--- config.mk ---
export PLATFORM = sky130hd
export DESIGN_NAME = chm_ctrl
export DESIGN_NICKNAME = d
export VERILOG_FILES = /design/src/rtl/core/chm_pkg.sv /design/src/rtl/core/chm_ctrl.sv
export SDC_FILE = /design/constraint.sdc
export NUM_CORES = 1
export LEC_CHECK = 0
export ABC_CLOCK_PERIOD_IN_PS = 1530
export CAP_MARGIN = 20
export CORE_AREA = 2 2 39 41
export CTS_BUF_LIST = sky130_fd_sc_hd__clkbuf_8 sky130_fd_sc_hd__clkbuf_16
export DETAILED_ROUTE_END_ITERATION = 10
export DIE_AREA = 0 0 41 43
export DONT_BUFFER_PORTS = 1
export SLEW_MARGIN = 20
export SYNTH_ARGS = -nofsm -noshare
export SYNTH_HDL_FRONTEND = slang
export SYNTH_SLANG_ARGS = --single-unit
--- constraint.sdc ---
create_clock -name clk -period 1.53 [get_ports clk]
set_input_delay 0.153 -clock clk [delete_from_list [all_inputs] [get_ports clk]]
set_output_delay 0.153 -clock clk [all_outputs]
set_load 0.05 [all_outputs]
--- src/rtl/core/chm_pkg.sv ---
// ----------------------------------------------------------------------------
// chm_pkg: shared types and constants of the chained hash map core
// Payload structs, operation and status codes, controller states and the
// command and flag bundles that join the controller to the datapath.
// ----------------------------------------------------------------------------
`timescale 1ns / 1ps
`default_nettype none

package chm_pkg;

	// default sizes
	localparam int NUM_BUCKETS_DEF  = 64;
	localparam int POOL_ENTRIES_DEF = 256;
	localparam int VALUE_BITS_DEF   = 16;

	// fixed field widths
	localparam int KEY_W   = 32;
	localparam int VAL_W   = 16;
	localparam int COUNT_W = 9;
	localparam int CFG_W   = 7;

	localparam logic [CFG_W-1:0] BUCKET_COUNT_RST = 7'd64;

	// remainder unit: key bits consumed per cycle
	localparam int MOD_DIGITS = 4;
	localparam int MOD_STEPS  = KEY_W / MOD_DIGITS;
	localparam int MOD_CNT_W  = $clog2(MOD_STEPS);

	// operation codes
	localparam logic [1:0] KIND_ADD   = 2'd0;
	localparam logic [1:0] KIND_QUERY = 2'd1;
	localparam logic [1:0] KIND_DEL   = 2'd2;

	// status codes
	localparam logic [1:0] STAT_OK   = 2'd0;
	localparam logic [1:0] STAT_DUP  = 2'd1;
	localparam logic [1:0] STAT_MISS = 2'd2;
	localparam logic [1:0] STAT_FULL = 2'd3;

	typedef struct packed {
		logic [1:0]       kind;
		logic [KEY_W-1:0] key;
		logic [VAL_W-1:0] value_in;
	} chm_item_t;

	typedef struct packed {
		logic [1:0]         status;
		logic [VAL_W-1:0]   value_out;
		logic [COUNT_W-1:0] entry_count;
	} chm_result_t;

	typedef enum logic [3:0] {
		ST_CLEAR,
		ST_IDLE,
		ST_MOD,
		ST_HEAD,
		ST_HEADW,
		ST_WALK,
		ST_CMP,
		ST_ACT,
		ST_FNEXT,
		ST_LINK,
		ST_FREE,
		ST_DONE
	} chm_state_t;

	// controller -> datapath
	typedef struct packed {
		logic       clr_step;
		logic       load_item;
		logic       mod_step;
		logic       head_rd;
		logic       head_ld;
		logic       node_rd;
		logic       node_adv;
		logic       node_hit;
		logic       set_stat;
		logic [1:0] stat;
		logic       add_fresh;
		logic       free_rd;
		logic       add_reuse;
		logic       add_link;
		logic       del_unlink;
		logic       del_free;
		logic       out_load;
	} chm_cmd_t;

	// datapath -> controller
	typedef struct packed {
		logic       clr_last;
		logic       mod_last;
		logic       cur_nil;
		logic       key_eq;
		logic       hit;
		logic       free_nil;
		logic       free_fresh;
		logic       out_free;
		logic [1:0] kind;
	} chm_flags_t;

endpackage

`default_nettype wire

--- src/rtl/core/chm_ctrl.sv ---
// ----------------------------------------------------------------------------
// chm_ctrl: operation sequencer of the chained hash map
// Clears the bucket table after reset, then for each item runs the remainder,
// walks the chain and issues the update and result commands.
// ----------------------------------------------------------------------------
`timescale 1ns / 1ps
`default_nettype none

module chm_ctrl (
	input  wire logic                clk,
	input  wire logic                arst_n,
	input  wire logic                item_valid,
	output logic                     item_stall,
	input  wire chm_pkg::chm_flags_t flags,
	output chm_pkg::chm_cmd_t        cmd
);

	import chm_pkg::*;

	chm_state_t state_q, state_nx;

	// state register
	always_ff @(posedge clk or negedge arst_n) begin
		if (!arst_n) begin
			state_q <= ST_CLEAR;
		end else begin
			state_q <= state_nx;
		end
	end

	// next state and commands
	always_comb begin
		state_nx   = state_q;
		cmd        = '0;
		item_stall = (state_q != ST_IDLE);
		case (state_q)
			ST_CLEAR: begin
				cmd.clr_step = 1'b1;
				if (flags.clr_last) state_nx = ST_IDLE;
			end
			ST_IDLE: begin
				if (item_valid) begin
					cmd.load_item = 1'b1;
					state_nx      = ST_MOD;
				end
			end
			ST_MOD: begin
				cmd.mod_step = 1'b1;
				if (flags.mod_last) state_nx = ST_HEAD;
			end
			ST_HEAD: begin
				cmd.head_rd = 1'b1;
				state_nx    = ST_HEADW;
			end
			ST_HEADW: begin
				cmd.head_ld = 1'b1;
				state_nx    = ST_WALK;
			end
			ST_WALK: begin
				if (flags.cur_nil) begin
					state_nx = ST_ACT;
				end else begin
					cmd.node_rd = 1'b1;
					state_nx    = ST_CMP;
				end
			end
			ST_CMP: begin
				if (flags.key_eq) begin
					cmd.node_hit = 1'b1;
					state_nx     = ST_ACT;
				end else begin
					cmd.node_adv = 1'b1;
					state_nx     = ST_WALK;
				end
			end
			ST_ACT: begin
				cmd.set_stat = 1'b1;
				state_nx     = ST_DONE;
				case (flags.kind)
					KIND_ADD: begin
						if (flags.hit) begin
							cmd.stat = STAT_DUP;
						end else if (flags.free_nil) begin
							cmd.stat = STAT_FULL;
						end else if (flags.free_fresh) begin
							cmd.stat      = STAT_OK;
							cmd.add_fresh = 1'b1;
							state_nx      = ST_LINK;
						end else begin
							cmd.stat    = STAT_OK;
							cmd.free_rd = 1'b1;
							state_nx    = ST_FNEXT;
						end
					end
					KIND_QUERY: begin
						cmd.stat = flags.hit ? STAT_OK : STAT_MISS;
					end
					KIND_DEL: begin
						if (flags.hit) begin
							cmd.stat       = STAT_OK;
							cmd.del_unlink = 1'b1;
							state_nx       = ST_FREE;
						end else begin
							cmd.stat = STAT_MISS;
						end
					end
					default: begin
						cmd.stat = STAT_MISS;
					end
				endcase
			end
			ST_FNEXT: begin
				cmd.add_reuse = 1'b1;
				state_nx      = ST_LINK;
			end
			ST_LINK: begin
				cmd.add_link = 1'b1;
				state_nx     = ST_DONE;
			end
			ST_FREE: begin
				cmd.del_free = 1'b1;
				state_nx     = ST_DONE;
			end
			ST_DONE: begin
				if (flags.out_free) begin
					cmd.out_load = 1'b1;
					state_nx     = ST_IDLE;
				end
			end
			default: begin
				state_nx = ST_IDLE;
			end
		endcase
	end

endmodule

`default_nettype wire

==> results.cfg <==
[status]
status = finished clean

[drt]
ant_nets = 0
drt_iter0_drc = 8
wl_mm = 1.470
routed-via-count = 619
drcViolationCount = 0
vias_per_cell = 5.430
routedWlPerCell_microns = 12.89
dr.pass1.iters = 4

[place]
placedInstanceArea_sq_um = 852.1
dp_worst_setup_slack_ns = 0.09684
port_buffers = 0
place_congestion = 0.8340
dpl.hpwl_mm = 1.255

[synthesis]
synth_warnings = 0
synth-async-reset-ratio_pct = 100.0
yosys.area_share.xor_xnor_pct = 1.580
synth-simple-area-share_pct = 38.83
synth-main-ff-cell = dfrtp_1
synth_edf_count = 0
synth_top_family_by_area = simple AND/OR/NAND/NOR gates
synth_mux_area_share_pct = 0
ys_ff_latch = 4
synth_compound_area_share_pct = 22.35
synth_cell_types = 34
yosys.area_share.adder_pct = 9.029
synth_nets = 89
syn_area_sq_um = 554.3
syn_inst = 72
avgSynthCellArea_sq_um = 7.698
synth.yosys.seq_area_share_pct = 18.06

[run]
maxCapViolations = 0

[power_and_ir_drop]
p_total_uw = 1854
worst_ir_drop_vdd_mv = 1.132
pwr_density_cell_mw_per_mm2 = 1963
p_leak_uw = 0.0004127

[worst_setup_path]
required_ns = 1.38
end_kind = primary output
start_kind = register
criticalPathCategory = register to primary output
crit_top_cell = nand2_4
cp_cell_sequence = nand2_4, nor2_4, nand2_4, nor4_4, buf_12
crit_fanout = 8
critPathBufInv = 1
worst_ep_arrival_time_ns = 1.34
slowest_delay_ns = 0.44
cp_slowest_cell = dfrtp_2
cp_top_family = simple AND/OR/NAND/NOR gates

[global_route]
grt-ovfl-total = 0
grt_pass1_wl_mm = 2.214
antenna_found_initial = 0
use_met3_pct = 3.141
grt_busiest_layer = met2
grt_pass1_vias = 568
use_met1_pct = 22.70
grtUsageTotal_pct = 18.60
grt_max_degree = 9
grt.met2_usage_pct = 29.38

[sta]
worst_pin_slew_ns = 0.3288
slew_viol_final = 0
clock_skew_ns = 0.00005564
fin_ws_ns = 0.03229
min_period_ns = 1.498
max_slew_margin_pct = 78.00
rsz0062_at_grt = yes
max_freq_mhz = 667.7
setup_viol = 0
worst_hold_slack_ns = 0.1831
timing.final.crit_share_pct = 97.89
hold_viol = 0

[cells_and_area]
regMostFlops = state_q
top_regs = state_q x4
area_delta_synth_final_pct = 70.43
nets = 117
drive_gt1_share_pct = 54.08
stdcell_area_sq_um = 944.7
largest_reg_flops = 4
antenna_cells = 0

[die]
die_w_microns = 41
initial_core_util_pct = 40.05
die_area_sq_mm = 0.001763
rows = 14
ioPinCount = 32
core-area_sq_mm = 0.001384
die_y_microns = 43

[clocking]
clock_latency_ns = 0.21
clock_sinks = 4
cts_buffers = 3
cts_root_buffer = clkbuf_8
clockBufferDepth = 2
clk_pin_slew_ns = 0.03
h-tree-depth = 1
cts_tree = yes

[worst_hold_path]
hold_path.class = input port to register
## logic make-up after synthesis
| family | count (synthesis) |
|---|---|
| buffers and inverters | 11 |
| AOI/OAI and AO/OA | 15 |
| adders and majority gates | 4 |
| DFF | 4 |
| xor gates and xnor gates | 1 |
| and+or+nand+nor | 37 |
## through the flow
stage	TNS, ns	utilization (%)	std cells
after global placement	0	61.57	108
after detailed placement	0	61.57	108
after floorplan	-1.634	-	72
final	0	68.26	114
after global routing	-0.06152	68.26	114
after CTS	0	67.18	113
## what timing repair did
action	in CTS	in global routing
buffers inserted	1	1
hold endpoints to repair	4	0
pin swaps	1	2
setup endpoints to repair	6	6
resized for setup	6	2
hold buffers	1	0
## path summary, 6_finish.rpt
path	cells past startpoint	slack [ns]	to	start
min	2	0.18	state_q[0]$_DFFE_PN0P_	flags[8]
max	5	0.03	cmd[5]	state_q[0]$_DFFE_PN0P_
min in group asynchronous	1	0.21	state_q[3]$_DFFE_PN0P_	arst_n
max reg2reg	5	0.17	state_q[1]$_DFFE_PN0P_	state_q[0]$_DFFE_PN0P_
min reg2reg	1	0.58	state_q[1]$_DFFE_PN0P_	state_q[2]$_DFFE_PN0P_
max in group asynchronous	1	1.14	state_q[0]$_DFFE_PN0P_	arst_n
## cells in the mapped netlist (all sizes together), types with 2 or more instances
cell     n  area, sq um
a31oi    2        12.51
and3     2        12.51
buf      3        26.27
dfrtp    4        100.1
ha       4        50.05
inv      8        30.03
nand2    5        21.27
nand2b   2        15.02
nand3    2        10.01
nor2    12        52.55
nor2b    2        12.51
nor3     8        55.05
o21a     2        15.01
o22ai    2        12.51
## report_power, final
part           switching [uW]  internal, uW
sequential               98.4           167
combinational             829           546
clock                    46.1           167
total                     974           880
## cells in the final DEF, fill, tap and decap left out, types with 2 or more instances in the layout
cell type	instances
buf_12	6
o22ai_1	2
a31oi_1	2
nor3_2	4
ha_1	4
buf_4	18
nor2_4	2
nand2_1	3
nor3_4	2
nor2_1	8
nand2_4	2
inv_1	7
nor2b_1	2
dfrtp_2	3
clkbuf_8	3
nand3_1	2
nor2_2	2
nor3_1	2
## layer usage
metal	wire (microns)	vias up
met5	0	-
met4	0	0
met3	81	0
met2	779	17
met1	609	294
li1	-	308
## final cells by class
class / count / area, sq um
Inverter: 8 / 30.03
Multi-Input combinational cell: 57 / 473.0
Timing Repair Buffer: 26 / 276.5
Sequential cell: 4 / 103.9
Clock buffer: 3 / 41.29
Fill cell: 119 / 439.2
Tap cell: 16 / 20.02
(Power assumes the default switching activity.)
